**config.mk**
```make
export PLATFORM = sky130hd
export DESIGN_NAME = linear_interp_resampler_core
export DESIGN_NICKNAME = d
export VERILOG_FILES = /design/src/sv/lir_pkg.sv /design/src/sv/linear_interp_resampler_core.sv /design/src/sv/lir_div.sv
export SDC_FILE = /design/constraint.sdc
export NUM_CORES = 2
export LEC_CHECK = 0
export BUFFER_PORTS_ARGS = -buffer_cell sky130_fd_sc_hd__clkbuf_2
export CORE_ASPECT_RATIO = 0.7
export CORE_MARGIN = 1.5
export CORE_UTILIZATION = 50
export CTS_CLUSTER_DIAMETER = 150
export DETAILED_ROUTE_END_ITERATION = 12
export PLACE_DENSITY = 0.67
export SETUP_SLACK_MARGIN = 0.1
export SLEW_MARGIN = 15
export SYNTH_ARGS = -nofsm -noshare
export SYNTH_HDL_FRONTEND = slang
export SYNTH_SLANG_ARGS = --single-unit
export TNS_END_PERCENT = 50
```
**constraint.sdc**
```tcl
create_clock -name clk_i -period 14.4 [get_ports clk_i]
set_input_delay 0.72 -clock clk_i [delete_from_list [all_inputs] [get_ports clk_i]]
set_output_delay 0.72 -clock clk_i [all_outputs]
set_load 0.05 [all_outputs]
```
**src/sv/lir_pkg.sv**
```systemverilog
`default_nettype none

package lir_pkg;

  // Sample and count widths.
  localparam int SAMPLE_BITS = 16;
  localparam int COUNT_BITS  = 12;
  localparam int CNT_W       = COUNT_BITS + 1;          // holds 2^COUNT_BITS
  localparam int COUNT_LIMIT = 1 << COUNT_BITS;
  localparam int POS_W       = COUNT_BITS;
  localparam int IDX_W       = COUNT_BITS + 1;
  localparam int PHASE_W     = 2 * COUNT_BITS;

  // Run cap and its counter.
  localparam int MAX_RUN = 64;
  localparam int RUN_W   = $clog2(MAX_RUN + 1);

  // Interpolation datapath widths.
  localparam int DIFF_W = SAMPLE_BITS + 1;
  localparam int PROD_W = DIFF_W + CNT_W + 1;
  localparam int T_W    = PROD_W + 1;
  localparam int DIV_W  = SAMPLE_BITS + COUNT_BITS + 1;  // magnitude of the dividend
  localparam int Q_W    = SAMPLE_BITS + 1;
  localparam int DIV_CNT_W = $clog2(DIV_W);

  // Configuration register indexes.
  localparam int CFG_IDX_W = 2;
  localparam logic [CFG_IDX_W-1:0] CFG_INPUT_COUNT  = 2'd0;
  localparam logic [CFG_IDX_W-1:0] CFG_OUTPUT_COUNT = 2'd1;
  localparam logic [CNT_W-1:0] COUNT_RESET = 13'd100;

endpackage

`default_nettype wire

```
**src/sv/linear_interp_resampler_core.sv**
```systemverilog
`default_nettype none

// Channel   Direction  Handshake              Payload
// in        sink       in_valid_i/in_stall_o  sample_i
// out       source     out_valid_o/out_stall_i value_o, last_of_run_o, end_of_block_o,
//                                              run_capped_o
// cfg       sink       cfg_valid_i/cfg_ready_o cfg_index_i, cfg_data_i
//
// The block takes one sample at a time and is stalled until all its results are loaded.
// When N equals M a sample passes straight through. Otherwise a sample first scans up to 65
// due outputs, then each result goes through the multiplier and the bit-serial divider
// (one quotient bit per cycle); dropped outputs are counted without being computed.
// Reset is asynchronous and active low; the output register lets the last result
// of a sample wait while the next sample is accepted.
module linear_interp_resampler_core import lir_pkg::*; (
  input  wire logic                          clk_i,
  input  wire logic                          rst_ni,
  input  wire logic                          in_valid_i,
  output logic                               in_stall_o,
  input  wire logic signed [SAMPLE_BITS-1:0] sample_i,
  output logic                               out_valid_o,
  input  wire logic                          out_stall_i,
  output logic signed [SAMPLE_BITS-1:0]      value_o,
  output logic                               last_of_run_o,
  output logic                               end_of_block_o,
  output logic                               run_capped_o,
  input  wire logic                          cfg_valid_i,
  output logic                               cfg_ready_o,
  input  wire logic [CFG_IDX_W-1:0]          cfg_index_i,
  input  wire logic [CNT_W-1:0]              cfg_data_i
);

  typedef enum logic [7:0] {
    ST_IDLE  = 8'b0000_0001,
    ST_PASS  = 8'b0000_0010,
    ST_SCAN  = 8'b0000_0100,
    ST_RUN   = 8'b0000_1000,
    ST_MUL   = 8'b0001_0000,
    ST_DSTRT = 8'b0010_0000,
    ST_DWAIT = 8'b0100_0000,
    ST_OUT   = 8'b1000_0000
  } state_e;

  state_e state_q, state_d;

  logic [CNT_W-1:0]              n_reg_q, m_reg_q;
  logic signed [SAMPLE_BITS-1:0] prev_q, prev_d;
  logic signed [SAMPLE_BITS-1:0] samp_q, samp_d;
  logic signed [DIFF_W-1:0]      diff_q, diff_d;
  logic [POS_W-1:0]              pos_q, pos_d;
  logic [IDX_W-1:0]              idx_q, idx_d;
  logic [PHASE_W-1:0]            phase_q, phase_d;
  logic [PHASE_W-1:0]            base_q, base_d;
  logic [IDX_W-1:0]              scan_idx_q, scan_idx_d;
  logic [PHASE_W-1:0]            scan_phase_q, scan_phase_d;
  logic [RUN_W-1:0]              scan_cnt_q, scan_cnt_d;
  logic [RUN_W-1:0]              emit_cnt_q, emit_cnt_d;
  logic                          capped_q, capped_d;
  logic signed [PROD_W-1:0]      prod_q, prod_d;
  logic signed [SAMPLE_BITS-1:0] val_q, val_d;

  logic                          out_valid_q, out_valid_d;
  logic signed [SAMPLE_BITS-1:0] value_q, value_d;
  logic                          last_q, last_d;
  logic                          eob_q, eob_d;
  logic                          ocap_q, ocap_d;

  logic [CNT_W-1:0]   n_eff, m_eff, half_m;
  logic [POS_W-1:0]   nm1;
  logic               pass_mode;
  logic [PHASE_W-1:0] limit;
  logic               due, scan_due, next_due;
  logic [IDX_W-1:0]   idx_inc;
  logic [PHASE_W-1:0] phase_inc;
  logic [PHASE_W-1:0] r_full;
  logic [CNT_W-1:0]   r_frac;
  logic [CNT_W:0]     pos_inc;
  logic               in_accept, out_free, cfg_write;
  logic signed [T_W-1:0] t_val, t_abs;
  logic               div_start, div_done;
  logic signed [Q_W-1:0] div_quot;
  logic signed [Q_W:0]   val_sum;

  // Effective counts, saturated to their legal ranges.
  always_comb begin
    n_eff = n_reg_q;
    if (n_reg_q < CNT_W'(2)) n_eff = CNT_W'(2);
    if (n_reg_q > CNT_W'(COUNT_LIMIT)) n_eff = CNT_W'(COUNT_LIMIT);
    m_eff = m_reg_q;
    if (m_reg_q < CNT_W'(1)) m_eff = CNT_W'(1);
    if (m_reg_q > CNT_W'(COUNT_LIMIT)) m_eff = CNT_W'(COUNT_LIMIT);
  end

  assign nm1       = POS_W'(n_eff - 1'b1);
  assign half_m    = m_eff >> 1;
  assign pass_mode = n_eff == m_eff;

  // Interval bounds and the due tests for the scan and run pointers.
  assign limit     = base_q + PHASE_W'(m_eff);
  assign due       = (idx_q < m_eff) && (phase_q <= limit);
  assign scan_due  = (scan_idx_q < m_eff) && (scan_phase_q <= limit);
  assign idx_inc   = idx_q + 1'b1;
  assign phase_inc = phase_q + PHASE_W'(nm1);
  assign next_due  = (idx_inc < m_eff) && (phase_inc <= limit);
  assign r_full    = phase_q - base_q;
  assign r_frac    = r_full[CNT_W-1:0];
  assign pos_inc   = {1'b0, pos_q} + 1'b1;

  assign in_accept  = in_valid_i && (state_q == ST_IDLE);
  assign out_free   = !out_valid_q || !out_stall_i;
  assign cfg_write  = cfg_valid_i && cfg_ready_o;
  assign in_stall_o = state_q != ST_IDLE;
  assign cfg_ready_o = 1'b1;

  // Rounding numerator d*r + M/2, split into sign and magnitude for the divider.
  assign t_val     = T_W'(prod_q) + $signed({{(T_W-CNT_W){1'b0}}, half_m});
  assign t_abs     = t_val[T_W-1] ? -t_val : t_val;
  assign div_start = state_q == ST_DSTRT;
  assign val_sum   = (Q_W+1)'(prev_q) + (Q_W+1)'(div_quot);

  lir_div u_div (
    .clk_i      (clk_i),
    .rst_ni     (rst_ni),
    .start_i    (div_start),
    .dividend_i (t_abs[DIV_W-1:0]),
    .divisor_i  (m_eff),
    .neg_i      (t_val[T_W-1]),
    .done_o     (div_done),
    .quot_o     (div_quot)
  );

  // Sequencer.
  always_comb begin
    state_d      = state_q;
    prev_d       = prev_q;
    samp_d       = samp_q;
    diff_d       = diff_q;
    pos_d        = pos_q;
    idx_d        = idx_q;
    phase_d      = phase_q;
    base_d       = base_q;
    scan_idx_d   = scan_idx_q;
    scan_phase_d = scan_phase_q;
    scan_cnt_d   = scan_cnt_q;
    emit_cnt_d   = emit_cnt_q;
    capped_d     = capped_q;
    prod_d       = prod_q;
    val_d        = val_q;
    out_valid_d  = out_valid_q && out_stall_i;
    value_d      = value_q;
    last_d       = last_q;
    eob_d        = eob_q;
    ocap_d       = ocap_q;

    case (state_q)
      ST_IDLE: begin
        if (in_accept) begin
          samp_d = sample_i;
          diff_d = DIFF_W'(sample_i) - DIFF_W'(prev_q);
          if (pass_mode) begin
            state_d = ST_PASS;
          end else if (pos_q == '0) begin
            prev_d = sample_i;
            pos_d  = POS_W'(1);
          end else begin
            scan_idx_d   = idx_q;
            scan_phase_d = phase_q;
            scan_cnt_d   = '0;
            state_d      = ST_SCAN;
          end
        end
      end
      ST_PASS: begin
        if (out_free) begin
          out_valid_d = 1'b1;
          value_d     = samp_q;
          last_d      = 1'b1;
          eob_d       = pos_q >= nm1;
          ocap_d      = 1'b0;
          prev_d      = samp_q;
          pos_d       = (pos_inc >= n_eff) ? '0 : pos_inc[POS_W-1:0];
          state_d     = ST_IDLE;
        end
      end
      ST_SCAN: begin
        // Count due outputs until the cap is passed or none is left.
        emit_cnt_d = '0;
        if (scan_due && scan_cnt_q == RUN_W'(MAX_RUN)) begin
          capped_d = 1'b1;
          state_d  = ST_RUN;
        end else if (scan_due) begin
          scan_cnt_d   = scan_cnt_q + 1'b1;
          scan_idx_d   = scan_idx_q + 1'b1;
          scan_phase_d = scan_phase_q + PHASE_W'(nm1);
        end else begin
          capped_d = 1'b0;
          state_d  = ST_RUN;
        end
      end
      ST_RUN: begin
        if (!due) begin
          prev_d = samp_q;
          if (pos_inc >= n_eff) begin
            pos_d   = '0;
            idx_d   = '0;
            phase_d = '0;
            base_d  = '0;
          end else begin
            pos_d  = pos_inc[POS_W-1:0];
            base_d = limit;
          end
          state_d = ST_IDLE;
        end else if (emit_cnt_q == RUN_W'(MAX_RUN)) begin
          // Past the cap: the output is dropped but still counted.
          idx_d   = idx_inc;
          phase_d = phase_inc;
        end else begin
          state_d = ST_MUL;
        end
      end
      ST_MUL: begin
        prod_d  = diff_q * $signed({1'b0, r_frac});
        state_d = ST_DSTRT;
      end
      ST_DSTRT: begin
        state_d = ST_DWAIT;
      end
      ST_DWAIT: begin
        if (div_done) begin
          val_d   = val_sum[SAMPLE_BITS-1:0];
          state_d = ST_OUT;
        end
      end
      ST_OUT: begin
        if (out_free) begin
          out_valid_d = 1'b1;
          value_d     = val_q;
          last_d      = (emit_cnt_q == RUN_W'(MAX_RUN - 1)) || !next_due;
          eob_d       = idx_q == (m_eff - 1'b1);
          ocap_d      = capped_q;
          idx_d       = idx_inc;
          phase_d     = phase_inc;
          emit_cnt_d  = emit_cnt_q + 1'b1;
          state_d     = ST_RUN;
        end
      end
      default: begin
        state_d = ST_IDLE;
      end
    endcase

    // A register write restarts the block.
    if (cfg_write && (cfg_index_i == CFG_INPUT_COUNT || cfg_index_i == CFG_OUTPUT_COUNT)) begin
      pos_d   = '0;
      idx_d   = '0;
      phase_d = '0;
      base_d  = '0;
    end
  end

  // Control state and configuration registers.
  always_ff @(posedge clk_i or negedge rst_ni) begin
    if (!rst_ni) begin
      state_q     <= ST_IDLE;
      n_reg_q     <= COUNT_RESET;
      m_reg_q     <= COUNT_RESET;
      prev_q      <= '0;
      pos_q       <= '0;
      idx_q       <= '0;
      phase_q     <= '0;
      base_q      <= '0;
      out_valid_q <= 1'b0;
    end else begin
      state_q     <= state_d;
      prev_q      <= prev_d;
      pos_q       <= pos_d;
      idx_q       <= idx_d;
      phase_q     <= phase_d;
      base_q      <= base_d;
      out_valid_q <= out_valid_d;
      if (cfg_write && cfg_index_i == CFG_INPUT_COUNT) n_reg_q <= cfg_data_i;
      if (cfg_write && cfg_index_i == CFG_OUTPUT_COUNT) m_reg_q <= cfg_data_i;
    end
  end

  // Working and payload registers.
  always_ff @(posedge clk_i) begin
    samp_q       <= samp_d;
    diff_q       <= diff_d;
    scan_idx_q   <= scan_idx_d;
    scan_phase_q <= scan_phase_d;
    scan_cnt_q   <= scan_cnt_d;
    emit_cnt_q   <= emit_cnt_d;
    capped_q     <= capped_d;
    prod_q       <= prod_d;
    val_q        <= val_d;
    value_q      <= value_d;
    last_q       <= last_d;
    eob_q        <= eob_d;
    ocap_q       <= ocap_d;
  end

  assign out_valid_o    = out_valid_q;
  assign value_o        = value_q;
  assign last_of_run_o  = last_q;
  assign end_of_block_o = eob_q;
  assign run_capped_o   = ocap_q;

endmodule

`default_nettype wire

```
**src/sv/lir_div.sv**
```systemverilog
`default_nettype none

// Restoring divider, one quotient bit per cycle, with floor correction
// for a negative dividend given as sign and magnitude.
module lir_div import lir_pkg::*; (
  input  wire logic                 clk_i,
  input  wire logic                 rst_ni,
  input  wire logic                 start_i,
  input  wire logic [DIV_W-1:0]     dividend_i,
  input  wire logic [CNT_W-1:0]     divisor_i,
  input  wire logic                 neg_i,
  output logic                      done_o,
  output logic signed [Q_W-1:0]     quot_o
);

  logic                 busy_q, busy_d;
  logic                 done_q, done_d;
  logic [DIV_CNT_W-1:0] cnt_q, cnt_d;
  logic [DIV_W-1:0]     quo_q, quo_d;
  logic [CNT_W-1:0]     rem_q, rem_d;
  logic [CNT_W-1:0]     div_q, div_d;
  logic                 neg_q, neg_d;

  logic [CNT_W:0]       trial;
  logic [CNT_W:0]       diff;
  logic                 ge;
  logic signed [Q_W-1:0] mag;

  // One restoring step: shift in the next dividend bit and try a subtract.
  assign trial = {rem_q, quo_q[DIV_W-1]};
  assign ge    = trial >= {1'b0, div_q};
  assign diff  = trial - {1'b0, div_q};

  always_comb begin
    busy_d = busy_q;
    done_d = 1'b0;
    cnt_d  = cnt_q;
    quo_d  = quo_q;
    rem_d  = rem_q;
    div_d  = div_q;
    neg_d  = neg_q;
    if (start_i) begin
      busy_d = 1'b1;
      cnt_d  = '0;
      quo_d  = dividend_i;
      rem_d  = '0;
      div_d  = divisor_i;
      neg_d  = neg_i;
    end else if (busy_q) begin
      quo_d = {quo_q[DIV_W-2:0], ge};
      rem_d = ge ? diff[CNT_W-1:0] : trial[CNT_W-1:0];
      cnt_d = cnt_q + 1'b1;
      if (cnt_q == DIV_CNT_W'(DIV_W - 1)) begin
        busy_d = 1'b0;
        done_d = 1'b1;
      end
    end
  end

  always_ff @(posedge clk_i or negedge rst_ni) begin
    if (!rst_ni) begin
      busy_q <= 1'b0;
      done_q <= 1'b0;
      cnt_q  <= '0;
    end else begin
      busy_q <= busy_d;
      done_q <= done_d;
      cnt_q  <= cnt_d;
    end
  end

  always_ff @(posedge clk_i) begin
    quo_q <= quo_d;
    rem_q <= rem_d;
    div_q <= div_d;
    neg_q <= neg_d;
  end

  // Floor quotient: a negative dividend with a remainder rounds down by one.
  assign mag    = $signed(quo_q[Q_W-1:0]);
  assign quot_o = neg_q ? (-mag - $signed({{(Q_W-1){1'b0}}, rem_q != '0})) : mag;
  assign done_o = done_q;

endmodule

`default_nettype wire

```
==> flow_summary.json <==
{
  "swShare": 0.411,
  "grt_overflow": 0,
  "cts_buffer_depth": 3,
  "finalNonFillerCells": 4463,
  "crit_required_ns": 14.71,
  "drt_iter0_drc": 2153,
  "place_ws_ns": 5.66,
  "grt_pass1_vias": 24700,
  "tns_ns": 0,
  "antenna_left": 0,
  "vias_per_cell": 5.69,
  "finalSetupViolCount": 0,
  "htreeDepth": 2,
  "track_usage": 0.262,
  "cts-resized-gates": 0,
  "fin_crit_ns": 8.84,
  "utilization": 0.546,
  "holdWs_ns": 0.357,
  "synth_ff_type": "edfxtp_1",
  "fmax_ghz": 0.113,
  "netlist_area_mm2": 0.0330,
  "pwr-share-seq": 0.345,
  "cts_buffers": 38,
  "syn_to_final_growth_pct": 7.69,
  "synth_seq_cells": 338,
  "fin_crit_sh": 0.614,
  "drive_gt1_frac": 0.0678,
  "peakVddDrop_v": 0.0000822,
  "io_pins": 58,
  "synth_edf_count": 194,
  "die_h_um": 218,
  "path_common_cell": "fa_1",
  "io_buffers": 56,
  "dpl_cell_area_mm2": 0.0342,
  "firstDrtPassIters": 5,
  "cts.clk_slew.worst_paths_ns": 0.06,
  "initial_core_util": 0.507,
  "coreArea_mm2": 0.0650,
  "syn_inst": 3533,
  "grt_max_degree": 64,
  "dieWidth_um": 310,
  "vias": 25400,
  "combinationalPowerShare": 0.426,
  "power_switching_mw": 1.81,
  "tightest_slew_ns": 1.16,
  "grt_antenna_before_repair": 0,
  "grt_pass1_wl_mm": 139,
  "grt_setup_unrepaired": "no",
  "wl_per_cell_um": 19.1,
  "synth-seq-area-share": 0.284,
  "dp.cells": 4393,
  "slew_headroom": 0.227,
  "power_leakage_nw": 16.5,
  "fin_worst_skew_ns": 0.0238,
  "final_common_cell": "nand2_1",
  "p_total_mw": 4.41,
  "nNetsFinal": 4157,
  "cp_data_arrival_time_ns": 9.16,
  "dieArea_mm2": 0.0675,
  "cts_tree": "built",
  "power_density_mw_per_mm2": 124,
  "postLayoutCellArea_mm2": 0.0355,
  "maxCapViolCount": 0,
  "hpwlAfterDp_mm": 66.5,
  "hold_violations": 0,
  "syn_avg_cell_area_um2": 9.33,
  "maxSlewViolCount": 0,
  "yosys_warnings": 0,
  "cp_slowest_cell": "xnor2_2",
  "drt-total-wl_mm": 85.5,
  "rows": 78,
  "root_buffer": "clkbuf_16",
  "synth.distinct_cells": 101,
  "diodes": 0,
  "gp_congestion": 0.919,
  "final_cell_mix": "433 x nand2_1, 380 x inv_1, 346 x ha_1",
  "setup_slack_ns": 5.56,
  "synthesis.nets": 4136,
  "start_kind": "register",
  "hold_path_class": "in2reg",
  "worstSetupPathType": "reg2reg",
  "worstPathMaxFanout": 17,
  "drc": 0,
  "clkLatencyLatePin_ns": 0.58,
  "p_int_mw": 2.60,
  "synthArstFlopShare": 0.388,
  "clock_sinks": 338,
  "slowest_delay_ns": 0.68,
  "end_kind": "register",
  "status": "complete, no violations",
  "p_clk_frac": 0.229
}
[worst max-delay path: cells and delay by family, from the launching register on]
family / cells / cell delay (ns)
buf+inv: 4 / 0.24
compound gates: 12 / 2.43
fa+ha+maj: 9 / 4.16
simple gates: 4 / 0.62
flops: 1 / 0.39
xor+xnor: 2 / 0.76
[cell type report]
| class | instances | area (µm²) |
|---|---|---|
| fillers | 5901 | 29500 |
| multi-input cells | 2704 | 21800 |
| flip-flops and latches | 338 | 9370 |
| inverters | 381 | 1430 |
| well taps | 880 | 1100 |
| clock buffers | 52 | 1090 |
| repair buffers | 91 | 552 |
| clock inverters | 17 | 184 |
[logic make-up (layout without fill, tap and decap cells)]
logic type      Yosys count  in the layout  share of synthesized area
mux                      61             61                     0.0197
xor+xnor                267            267                     0.0716
fa+ha+maj               567            567                      0.266
simple gates           1092           1092                      0.161
flops                   338            338                      0.284
compound gates          716            716                      0.140
buf+inv                 491            541                     0.0573
other cells               1              1                   0.000114
[sequential cells by signal, indices dropped and copies added, names as in the netlist, 12 cells and up]
name and flops:
prod_q 31, u_div.quo_q 29, base_q 24, phase_q 24
scan_phase_q 24, diff_q 17, prev_q 16, samp_q 16
val_q 16, value_o 16, idx_q 13, m_reg_q 13
n_reg_q 13, scan_idx_q 13, u_div.div_q 13, u_div.rem_q 13
pos_q 12
[worst paths after layout]
path / depth (start not counted) / startpoint / slack (ns) / endpoint
setup reg to reg: 31 / phase_q[0]$_DFFE_PN0P_ / 5.56 / prod_q[29]$_DFFE_PP_
setup / recovery: 31 / phase_q[0]$_DFFE_PN0P_ / 5.56 / prod_q[29]$_DFFE_PP_
min in group asynchronous: 2 / rst_ni / 0.58 / phase_q[16]$_DFFE_PN0P_
hold / removal: 1 / sample_i[1] / 0.36 / samp_q[1]$_DFFE_PP_
max in group asynchronous: 3 / rst_ni / 12.58 / idx_q[11]$_DFFE_PN0P_
hold reg to reg: 1 / base_q[23]$_DFFE_PN0P_ / 0.50 / base_q[23]$_DFFE_PN0P_
[power by group through the flow]
stage	sequential, mW	clock (mW)	combinational, mW
global route	1.54	1.07	2.12
finish	1.52	1.01	1.88
detailed placement	1.52	0	1.84
global placement	1.52	0	1.82
floorplan	1.37	0	1.47
CTS	1.51	1.03	1.86
[cells in the mapped netlist, types with 10 or more instances]
master    number  share of area
nor2_1       165          0.019
nand2_1      433          0.049
mux2i_1       30         0.0091
or3_1         17         0.0032
nor3b_1       15         0.0034
o211ai_1      12         0.0027
a21o_1        90          0.021
inv_1        380          0.043
dfrtp_1      124          0.094
nand4_1       40         0.0076
edfxtp_1     194           0.18
o21bai_1      19         0.0043
nand2b_1      40         0.0076
nand3_1       79          0.012
buf_2         16         0.0024
xor2_1       104          0.028
a22o_1        22         0.0058
xnor2_1      160          0.043
nor4_1        18         0.0034
dfxtp_1       13         0.0079
o21a_1        27         0.0062
o21ai_0      223          0.034
a211oi_1      11         0.0025
and2_1        55          0.010
clkbuf_1      87         0.0099
and3_1        41         0.0078
a211o_1       10         0.0027
mux2_2        31          0.011
a21oi_1      158          0.024
or2_2         11         0.0021
nor3_1        54         0.0082
ha_1         346           0.13
fa_1         221           0.13
a31oi_1       29         0.0055
o22ai_1       19         0.0036
nor2b_1       81          0.015
[per-layer routing]
metal  vias up  routed length [µm]  global-route usage
li1      12200                   -                   -
met1     12200               42000               0.406
met2       925               32700               0.352
met3        78                9640              0.0900
met4         0                1060              0.0398
met5         -                   0                   0
[what timing repair did]
action / CTS / global route
endpoints found under the hold margin: 10 / 0
setup buffers: 0 / 0
hold buffers: 1 / 0
No activity file was read; power rests on OpenSTA's default activity.
